[src/design/trainer_ride_file_stream_validator_unit_macros.svh]
// Assertion macros for the ride file stream validator.
// Included by the top level; no other dependencies.
`ifndef TRAINER_RIDE_FILE_STREAM_VALIDATOR_UNIT_MACROS_SVH
`define TRAINER_RIDE_FILE_STREAM_VALIDATOR_UNIT_MACROS_SVH
`ifndef SYNTH
`define TRFV_ASSERT_IMPLY(label, clock, resetn, ante, cons) \
    label: assert property (@(posedge clock) disable iff (!resetn) (ante) |-> (cons)) \
        else $error("same-cycle implication violated");
`define TRFV_ASSERT_NEXT(label, clock, resetn, ante, cons) \
    label: assert property (@(posedge clock) disable iff (!resetn) (ante) |=> (cons)) \
        else $error("next-cycle implication violated");
`else
`define TRFV_ASSERT_IMPLY(label, clock, resetn, ante, cons)
`define TRFV_ASSERT_NEXT(label, clock, resetn, ante, cons)
`endif
`endif

[src/design/trfv_pkg.sv]
// Shared types and constants for the ride file stream validator.
// No dependencies.
package trfv_pkg;

    typedef enum logic [1:0] {
        PH_FILE,
        PH_BLOCK,
        PH_PAYLOAD,
        PH_WAIT
    } phase_t;

    typedef enum logic [3:0] {
        ST_OK         = 4'd0,
        ST_HDR_SHORT  = 4'd1,
        ST_BAD_FP     = 4'd2,
        ST_BAD_VER    = 4'd3,
        ST_BLK_SHORT  = 4'd4,
        ST_NEG_SIZE   = 4'd5,
        ST_PAY_SHORT  = 4'd6,
        ST_INFO_SHORT = 4'd7,
        ST_BAD_REC    = 4'd8
    } status_t;

    localparam logic [15:0] FILE_FP          = 16'd3000;
    localparam logic [15:0] VERSION_A        = 16'd100;
    localparam logic [15:0] VERSION_B        = 16'd110;
    localparam logic [31:0] INFO_BLOCK       = 32'd3010;
    localparam logic [31:0] DATA_BLOCK       = 32'd3020;
    localparam logic [31:0] INFO_MIN_PAYLOAD = 32'd20;
    localparam logic [31:0] RECORD_SIZE_A    = 32'd10;
    localparam logic [31:0] RECORD_SIZE_B    = 32'd18;
    localparam logic [3:0]  FILE_HDR_LAST    = 4'd7;
    localparam logic [3:0]  BLK_SIZE_FIRST   = 4'd8;
    localparam logic [3:0]  BLK_HDR_LAST     = 4'd11;
    localparam logic [61:0] PAYLOAD_ONE      = 62'd1;

    typedef struct packed {
        logic [7:0] data;
        logic       last;
    } item_t;

    typedef struct packed {
        logic        valid;
        status_t     status;
        logic [15:0] version;
    } verdict_t;

endpackage

[src/design/trainer_ride_file_stream_validator_unit.sv]
// Top level of the ride file stream validator.
// Uses trfv_pkg, trfv_in_stage, trfv_parse, trfv_out_stage and the macros header.
//
//  Channel  | Handshake                  | Payload
//  ---------+----------------------------+-------------------------------
//  item     | item_valid / item_ready    | data_byte, end_of_stream
//  result   | result_valid / result_ready| status, file_version
//
// One byte per cycle sustained while no result stalls; a verdict passes the input register, then the result register.
// The block header multiply (31 x 31 bits) sits in the parse stage once per block.
// Reset clears the parser to the start of a file and empties both registers.
// A stalled result holds only bytes that would produce a verdict; others pass.
`include "trainer_ride_file_stream_validator_unit_macros.svh"
module trainer_ride_file_stream_validator_unit (
    input  logic               clk,
    input  logic               rst_n,
    input  logic               item_valid,
    output logic               item_ready,
    input  logic [7:0]         data_byte,
    input  logic               end_of_stream,
    output logic               result_valid,
    input  logic               result_ready,
    output logic [3:0]         status,
    output logic signed [15:0] file_version
);

    logic               take;
    logic               held_valid;
    trfv_pkg::item_t    held;
    logic               out_free;
    trfv_pkg::verdict_t verdict;

    trfv_in_stage u_in (
        .clk           (clk),
        .rst_n         (rst_n),
        .item_valid    (item_valid),
        .item_ready    (item_ready),
        .data_byte     (data_byte),
        .end_of_stream (end_of_stream),
        .take          (take),
        .held_valid    (held_valid),
        .held          (held)
    );

    trfv_parse u_parse (
        .clk        (clk),
        .rst_n      (rst_n),
        .held_valid (held_valid),
        .held       (held),
        .out_free   (out_free),
        .take       (take),
        .verdict    (verdict)
    );

    trfv_out_stage u_out (
        .clk          (clk),
        .rst_n        (rst_n),
        .load         (take && verdict.valid),
        .verdict      (verdict),
        .out_free     (out_free),
        .result_valid (result_valid),
        .result_ready (result_ready),
        .status       (status),
        .file_version (file_version)
    );

    `TRFV_ASSERT_IMPLY(a_hdr_err_version, clk, rst_n,
        result_valid && (status == 4'(trfv_pkg::ST_HDR_SHORT)
            || status == 4'(trfv_pkg::ST_BAD_FP) || status == 4'(trfv_pkg::ST_BAD_VER)),
        file_version == 16'sd0)
    `TRFV_ASSERT_IMPLY(a_ok_version, clk, rst_n,
        result_valid && (status == 4'(trfv_pkg::ST_OK)),
        (file_version == 16'sd100) || (file_version == 16'sd110))
    `TRFV_ASSERT_IMPLY(a_stall_cause, clk, rst_n, !item_ready, held_valid && result_valid)
    `TRFV_ASSERT_NEXT(a_verdict_lands, clk, rst_n, take && verdict.valid, result_valid)

endmodule

[src/design/trfv_in_stage.sv]
// Input register for the byte stream transfer.
// Uses trfv_pkg.
module trfv_in_stage (
    input  logic            clk,
    input  logic            rst_n,
    input  logic            item_valid,
    output logic            item_ready,
    input  logic [7:0]      data_byte,
    input  logic            end_of_stream,
    input  logic            take,
    output logic            held_valid,
    output trfv_pkg::item_t held
);

    logic            vld_reg;
    logic            vld_next;
    trfv_pkg::item_t item_reg;

    assign item_ready = !vld_reg || take;
    assign held_valid = vld_reg;
    assign held       = item_reg;

    always_comb
    begin
        vld_next = vld_reg;
        if (item_valid && item_ready)
        begin
            vld_next = 1'b1;
        end
        else if (take)
        begin
            vld_next = 1'b0;
        end
    end

    always_ff @(posedge clk or negedge rst_n)
    begin
        if (!rst_n)
        begin
            vld_reg <= 1'b0;
        end
        else
        begin
            vld_reg <= vld_next;
        end
    end

    always_ff @(posedge clk)
    begin
        if (item_valid && item_ready)
        begin
            item_reg.data <= data_byte;
            item_reg.last <= end_of_stream;
        end
    end

endmodule

[src/design/trfv_parse.sv]
// File and block header parser, payload skip counter and verdict logic.
// Uses trfv_pkg.
module trfv_parse (
    input  logic               clk,
    input  logic               rst_n,
    input  logic               held_valid,
    input  trfv_pkg::item_t    held,
    input  logic               out_free,
    output logic               take,
    output trfv_pkg::verdict_t verdict
);

    trfv_pkg::phase_t  phase_reg, phase_next;
    logic [3:0]        pos_reg, pos_next;
    logic [63:0]       hdr_reg, hdr_next;
    logic [23:0]       size_reg, size_next;
    logic [15:0]       version_reg, version_next;
    logic [61:0]       remain_reg, remain_next;
    trfv_pkg::status_t pend_reg, pend_next;

    logic              emit;
    trfv_pkg::status_t st;
    logic [15:0]       fp16;
    logic [15:0]       ver16;
    logic [31:0]       fp32;
    logic [31:0]       cnt;
    logic [31:0]       sz;
    logic [31:0]       rec;
    logic              zero_pay;
    logic [9:0]        small_prod;
    logic              small_pay;
    trfv_pkg::status_t pend_new;

    assign fp16       = hdr_reg[15:0];
    assign ver16      = hdr_reg[31:16];
    assign fp32       = hdr_reg[31:0];
    assign cnt        = hdr_reg[63:32];
    assign sz         = {held.data, size_reg};
    assign rec        = (version_reg == trfv_pkg::VERSION_B) ? trfv_pkg::RECORD_SIZE_B
                                                             : trfv_pkg::RECORD_SIZE_A;
    assign zero_pay   = (cnt == 32'd0) || (sz == 32'd0);
    assign small_prod = {5'd0, cnt[4:0]} * {5'd0, sz[4:0]};
    assign small_pay  = zero_pay || ((cnt < trfv_pkg::INFO_MIN_PAYLOAD)
                        && (sz < trfv_pkg::INFO_MIN_PAYLOAD)
                        && ({22'd0, small_prod} < trfv_pkg::INFO_MIN_PAYLOAD));

    always_comb
    begin
        if ((fp32 == trfv_pkg::INFO_BLOCK) && small_pay)
        begin
            pend_new = trfv_pkg::ST_INFO_SHORT;
        end
        else if ((fp32 == trfv_pkg::DATA_BLOCK) && (cnt != 32'd0) && (sz < rec))
        begin
            pend_new = trfv_pkg::ST_BAD_REC;
        end
        else
        begin
            pend_new = trfv_pkg::ST_OK;
        end
    end

    always_comb
    begin
        phase_next   = phase_reg;
        pos_next     = pos_reg;
        hdr_next     = hdr_reg;
        size_next    = size_reg;
        version_next = version_reg;
        remain_next  = remain_reg;
        pend_next    = pend_reg;
        emit         = 1'b0;
        st           = trfv_pkg::ST_OK;

        unique case (phase_reg)
            trfv_pkg::PH_FILE:
            begin
                hdr_next[{pos_reg[2:0], 3'b000} +: 8] = held.data;
                pos_next = pos_reg + 4'd1;
                if (pos_reg == trfv_pkg::FILE_HDR_LAST)
                begin
                    pos_next = 4'd0;
                    hdr_next = 64'd0;
                    if (fp16 != trfv_pkg::FILE_FP)
                    begin
                        emit = 1'b1;
                        st   = trfv_pkg::ST_BAD_FP;
                    end
                    else if ((ver16 != trfv_pkg::VERSION_A) && (ver16 != trfv_pkg::VERSION_B))
                    begin
                        emit = 1'b1;
                        st   = trfv_pkg::ST_BAD_VER;
                    end
                    else
                    begin
                        version_next = ver16;
                        phase_next   = trfv_pkg::PH_BLOCK;
                    end
                end
            end
            trfv_pkg::PH_BLOCK:
            begin
                if (pos_reg < trfv_pkg::BLK_SIZE_FIRST)
                begin
                    hdr_next[{pos_reg[2:0], 3'b000} +: 8] = held.data;
                end
                else if (pos_reg < trfv_pkg::BLK_HDR_LAST)
                begin
                    size_next[{pos_reg[1:0], 3'b000} +: 8] = held.data;
                end
                pos_next = pos_reg + 4'd1;
                if (pos_reg == trfv_pkg::BLK_HDR_LAST)
                begin
                    pos_next  = 4'd0;
                    hdr_next  = 64'd0;
                    size_next = 24'd0;
                    if (cnt[31] || sz[31])
                    begin
                        emit = 1'b1;
                        st   = trfv_pkg::ST_NEG_SIZE;
                    end
                    else
                    begin
                        pend_next   = pend_new;
                        remain_next = {31'd0, cnt[30:0]} * {31'd0, sz[30:0]};
                        if (zero_pay)
                        begin
                            if (pend_new != trfv_pkg::ST_OK)
                            begin
                                emit = 1'b1;
                                st   = pend_new;
                            end
                        end
                        else
                        begin
                            phase_next = trfv_pkg::PH_PAYLOAD;
                        end
                    end
                end
            end
            trfv_pkg::PH_PAYLOAD:
            begin
                remain_next = remain_reg - trfv_pkg::PAYLOAD_ONE;
                if (remain_reg == trfv_pkg::PAYLOAD_ONE)
                begin
                    if (pend_reg != trfv_pkg::ST_OK)
                    begin
                        emit = 1'b1;
                        st   = pend_reg;
                    end
                    else
                    begin
                        phase_next = trfv_pkg::PH_BLOCK;
                    end
                end
            end
            trfv_pkg::PH_WAIT:
            begin
            end
            default:
            begin
            end
        endcase

        if (emit)
        begin
            phase_next = trfv_pkg::PH_WAIT;
        end

        if (held.last)
        begin
            if (phase_next != trfv_pkg::PH_WAIT)
            begin
                emit = 1'b1;
                unique case (phase_next)
                    trfv_pkg::PH_FILE:    st = trfv_pkg::ST_HDR_SHORT;
                    trfv_pkg::PH_BLOCK:   st = (pos_next == 4'd0) ? trfv_pkg::ST_OK
                                                                  : trfv_pkg::ST_BLK_SHORT;
                    default:              st = trfv_pkg::ST_PAY_SHORT;
                endcase
            end
            phase_next   = trfv_pkg::PH_FILE;
            pos_next     = 4'd0;
            hdr_next     = 64'd0;
            size_next    = 24'd0;
            version_next = 16'd0;
            remain_next  = 62'd0;
            pend_next    = trfv_pkg::ST_OK;
        end
    end

    assign take            = held_valid && (!emit || out_free);
    assign verdict.valid   = emit;
    assign verdict.status  = st;
    assign verdict.version = (held.last || emit) ? ((phase_reg == trfv_pkg::PH_FILE
                             && pos_reg == trfv_pkg::FILE_HDR_LAST && !emit)
                             ? ver16 : ((phase_reg == trfv_pkg::PH_FILE
                             && pos_reg == trfv_pkg::FILE_HDR_LAST
                             && st == trfv_pkg::ST_OK) ? ver16 : version_reg))
                             : version_reg;

    always_ff @(posedge clk or negedge rst_n)
    begin
        if (!rst_n)
        begin
            phase_reg   <= trfv_pkg::PH_FILE;
            pos_reg     <= 4'd0;
            hdr_reg     <= 64'd0;
            size_reg    <= 24'd0;
            version_reg <= 16'd0;
            remain_reg  <= 62'd0;
            pend_reg    <= trfv_pkg::ST_OK;
        end
        else if (take)
        begin
            phase_reg   <= phase_next;
            pos_reg     <= pos_next;
            hdr_reg     <= hdr_next;
            size_reg    <= size_next;
            version_reg <= version_next;
            remain_reg  <= remain_next;
            pend_reg    <= pend_next;
        end
    end

endmodule

[src/design/trfv_out_stage.sv]
// Result register for the verdict transfer.
// Uses trfv_pkg.
module trfv_out_stage (
    input  logic               clk,
    input  logic               rst_n,
    input  logic               load,
    input  trfv_pkg::verdict_t verdict,
    output logic               out_free,
    output logic               result_valid,
    input  logic               result_ready,
    output logic [3:0]         status,
    output logic signed [15:0] file_version
);

    logic        vld_reg;
    logic        vld_next;
    logic [3:0]  status_reg;
    logic [15:0] version_reg;

    assign out_free     = !vld_reg || result_ready;
    assign result_valid = vld_reg;
    assign status       = status_reg;
    assign file_version = signed'(version_reg);

    always_comb
    begin
        vld_next = vld_reg;
        if (load)
        begin
            vld_next = 1'b1;
        end
        else if (vld_reg && result_ready)
        begin
            vld_next = 1'b0;
        end
    end

    always_ff @(posedge clk or negedge rst_n)
    begin
        if (!rst_n)
        begin
            vld_reg <= 1'b0;
        end
        else
        begin
            vld_reg <= vld_next;
        end
    end

    always_ff @(posedge clk)
    begin
        if (load)
        begin
            status_reg  <= 4'(verdict.status);
            version_reg <= verdict.version;
        end
    end

endmodule
[config.mk]
export PLATFORM = sky130hd
export DESIGN_NAME = trainer_ride_file_stream_validator_unit
export DESIGN_NICKNAME = d
export VERILOG_FILES = /design/src/design/trfv_pkg.sv /design/src/design/trainer_ride_file_stream_validator_unit.sv /design/src/design/trfv_in_stage.sv /design/src/design/trfv_parse.sv /design/src/design/trfv_out_stage.sv
export VERILOG_INCLUDE_DIRS = /design/src /design/src/design
export SDC_FILE = /design/constraint.sdc
export NUM_CORES = 2
export LEC_CHECK = 0
export BUFFER_PORTS_ARGS = -buffer_cell sky130_fd_sc_hd__buf_2
export CAP_MARGIN = 10
export CORE_MARGIN = 1
export CORE_UTILIZATION = 50
export CTS_CLUSTER_SIZE = 14
export DETAILED_ROUTE_END_ITERATION = 7
export GPL_ROUTABILITY_DRIVEN = 0
export PLACE_DENSITY_LB_ADDON = 0.1
export SLEW_MARGIN = 20
export SYNTH_ARGS = -nofsm -noshare
export SYNTH_HDL_FRONTEND = slang
export SYNTH_HIERARCHICAL = 1
export SYNTH_SLANG_ARGS = --single-unit
[constraint.sdc]
create_clock -name clk -period 7.75 [get_ports clk]
set_input_delay 1.1625 -clock clk [delete_from_list [all_inputs] [get_ports clk]]
set_output_delay 1.1625 -clock clk [all_outputs]
set_load 0.05 [all_outputs]
==> implementation parameters <==
Parameter                              Value

STA
  Max Transition Viols Final    0
  Final TNS setup    0 ns
  Min Tclk post-route    7.57 ns
  Period utilisation layout    97.7%
  Unrepaired setup endpoints after global routing    true
  Final-report setup violation count    0
  Worst-case headroom to the max-slew limit    around a quarter
  Number of endpoints with negative hold slack in the final report    0
  Setup slack after layout    roughly 0.18 ns
  Fmax achieved    ~0.13 GHz
  Post-route clock skew    approximately 0.040 ns
  Transition at the pin with the smallest max-transition slack    1.10 ns

Synth
  Portion of netlist area occupied by mux cells    1.45%
  Netlist area before placement    41,800 sq um
  Compound-gate portion of the synthesized area    7.43%
  Area share of xor/xnor cells in the synthesized design    1.24%
  Number of enable flip-flop cells after synthesis    29
  FF+latch count, synth    205
  Sequential area share after synthesis    12.6%
  Mapped Cells    4,789
  Fraction of the mapped netlist area in simple logic gates    17.2%
  Top_reg_cell synth    sky130_fd_sc_hd__dfrtp_1
  Arithmetic-cell share of the synthesized area counting full adders, half adders and majority gates    48.8%
  Share of synthesized registers carrying an async set or reset    a little under nine tenths
  Synth unique cells    83
  Synthesized netlist net count    5,924
  Synth Warn #    6
  Mean instance size in the synthesized netlist    8.73 sq um
  Largest family of logic cells by synthesized area    adder cells

Critical path
  CP max FO    8
  Source of the critical timing path    u_parse/hdr_reg[49]
  Largest stage delay on the critical path    0.54 ns
  Endpoint of the worst register-to-register path    u_parse/remain_reg[54]
  Kind of start point of the critical path    flip-flop
  Critical Path End    u_parse/remain_reg[54]
  Launch instance of the worst register-to-register path    u_parse/hdr_reg[49]
  Cell with the most instances on the worst path    sky130_fd_sc_hd__fa_1
  Number of logic stages on the critical path including buffering    30
  Crit path buffers/inverters    10
  Type of destination of the critical path    flip-flop
  Cell family with the largest share of critical-path delay    adder cells
  Required time at the endpoint of the critical path    8.23 ns
  Slowest cell on the critical path    sky130_fd_sc_hd__fa_1
  Arrival @ worst endpoint    8.05 ns
  R2R Setup Slk    0.18 ns
  Depth of the most critical reg-to-reg path    30
  Type of the setup path with the least slack    reg2reg

Floorplanning
  Die extent in y    roughly 290 microns
  Row Count    about 110
  Die width    around 290 microns
  Die ar.    84,800 sq um
  Top-level I/O count    35
  Placeable core region    82,400 sq um
  Initial Util    50.8%

Clock tree
  Cts bufs inserted    26
  TritonCTS clock tree    yes
  Worst-skew pair later-pin latency    0.59 ns
  Clock slew seen by the registers of the worst setup and hold paths    0.06 ns
  Maximum clock path buffer count    3
  Root cell of the clock tree    sky130_fd_sc_hd__clkbuf_16
  Number of buffers inserted by hold repair at cts    0
  H-tree level count    1
  Clk sinks    205

Global routing
  Global-route wire length before repair    195 mm
  Vias in the first global route    34,200
  Number of antenna violations at the first check in global routing    1
  Pin count of the biggest net entering global routing    71
  Gr usage total    29.6%
  Remaining Overflow, GRT    0

Routing
  Number of detailed-route iterations in the first pass    6
  Number of nets with antenna violations after routing    0
  Total vias in the final route    ~33,000
  Avg Vias per Cell    5.47
  Detailed-route wire length per cell    20.2 microns
  Drc violations    0
  DRC violation total after the first TritonRoute iteration    2,312
  Aggregate routed wire length    122 mm

Place
  Post-detail-place hpwl    99.1 mm
  Count of input and output buffers    34
  Worst slack after detailed placement    -0.232 ns

Power and ir drop
  Static leakage    23.0 nW
  PD cells    ~90 nW/um^2
  Maximum VDD drop    0.186 mV
  Power consumption    ~4.1 mW

Job
  Number of max-capacitance violations reported    0

Final layout
  Filler cell count in the final layout    7,582
  Area taken by flip-flops and latches    between 5000 and 6000 sq um
  Most common cell after layout, fill and taps aside    sky130_fd_sc_hd__inv_1
  Fraction of final layout cells sized beyond drive strength 1    between 10% and 20%
  Synth-to-layout area growth    12.3%
  Diodes inserted    0
  Multi-input combinational cell area    32,300 sq um
  Highest-count cells in the layout ignoring fill and taps    947 x sky130_fd_sc_hd__inv_1, 909 x sky130_fd_sc_hd__nand2_1, 838 x sky130_fd_sc_hd__fa_1
  Final net count    between 6,000 and 7,000
  Max reg flops    64

Run status
  Status    finished clean

Hold path
  Worst min-delay path class    in2async
## cells by family after synthesis
kind of cell / Yosys count
adder cells (fa/ha/maj): 1122
XOR/XNOR: 59
flip-flops: 205
AND/OR/NAND/NOR: 1590
multiplexers: 60
buffers and inverters: 1248
AO/OA/AOI/OAI: 505
## synth_stat cells, types with 9 or more instances
master                     number  area (sq um)
sky130_fd_sc_hd__inv_1        947          3550
sky130_fd_sc_hd__nand2_1      914          3430
sky130_fd_sc_hd__fa_1         845         16900
sky130_fd_sc_hd__ha_1         277          3470
sky130_fd_sc_hd__clkbuf_1     267          1000
sky130_fd_sc_hd__and2_1       229          1430
sky130_fd_sc_hd__nor2_1       184           691
sky130_fd_sc_hd__dfrtp_1      176          4400
sky130_fd_sc_hd__o21ai_0      161           806
sky130_fd_sc_hd__a21oi_1      135           676
sky130_fd_sc_hd__nor3_1        62           310
sky130_fd_sc_hd__mux2i_1       57           571
sky130_fd_sc_hd__a21o_1        56           420
sky130_fd_sc_hd__nor4_1        43           269
sky130_fd_sc_hd__xnor2_1       31           272
sky130_fd_sc_hd__nand3_1       30           150
sky130_fd_sc_hd__edfxtp_1      29           871
sky130_fd_sc_hd__xor2_1        28           245
sky130_fd_sc_hd__a31oi_1       21           131
sky130_fd_sc_hd__and3_1        20           125
sky130_fd_sc_hd__nand4_1       20           125
sky130_fd_sc_hd__o21ai_1       20           100
sky130_fd_sc_hd__or3_1         18           113
sky130_fd_sc_hd__buf_1         14          52.6
sky130_fd_sc_hd__nand2b_1      14          87.6
sky130_fd_sc_hd__buf_2         12          60.1
sky130_fd_sc_hd__a211oi_1       9          67.6
## per-stage QoR
stage | instances | util (%) | instance area [sq um] | hold slack (ns)
global route | 6023 | 57.0 | 47000 | 0.481
global placement | 5958 | 55.1 | 45400 | 0.467
CTS | 6011 | 56.3 | 46400 | 0.465
detailed placement | 5958 | 55.1 | 45400 | 0.469
finish | 6023 | 57.0 | 47000 | 0.470
floorplan | 4789 | - | 41800 | 0.442
## what timing repair did
| item | CTS | global route |
|---|---|---|
| gates resized for setup | 31 | 93 |
| setup endpoints to repair | 20 | 29 |
| setup buffers | 7 | 11 |
| pin swaps | 5 | 32 |
| cloned | 0 | 1 |
## metal layers
metal | wire (microns) | global-route usage [%] | part of all wire (%)
met1 | 53600 | 42.2 | 44
met2 | 57500 | 48.4 | 47
met3 | 6620 | 2.71 | 5.4
met4 | 3800 | 8.45 | 3.1
met5 | 0 | 0 | 0
## worst min path at each step
stage	cells past startpoint	end
after floorplan	2	u_parse/remain_reg[18]
after global placement	2	u_parse/remain_reg[18]
after detailed placement	2	u_parse/remain_reg[18]
after CTS	1	u_parse/version_reg[2]
after global routing	1	u_parse/version_reg[2]
final	1	u_parse/version_reg[2]
## where the power goes
part / leakage, nW / internal, mW / switching, mW / total [mW]
logic: 19.9 / 0.589 / 1.04 / 1.62
clock network: 0.420 / 0.708 / 0.540 / 1.25
registers: 2.70 / 1.16 / 0.0973 / 1.25
## area by class of cell
class / count / area share (%)
Clock buffer: 30 / 1.46
Multi-Input combinational cell: 3336 / 68.7
Clock inverter: 17 / 0.362
Sequential cell: 205 / 11.3
Inverter: 948 / 7.58
Timing Repair Buffer: 417 / 7.77
Tap cell: 1070 / 2.85
(Power assumes the default switching activity.)
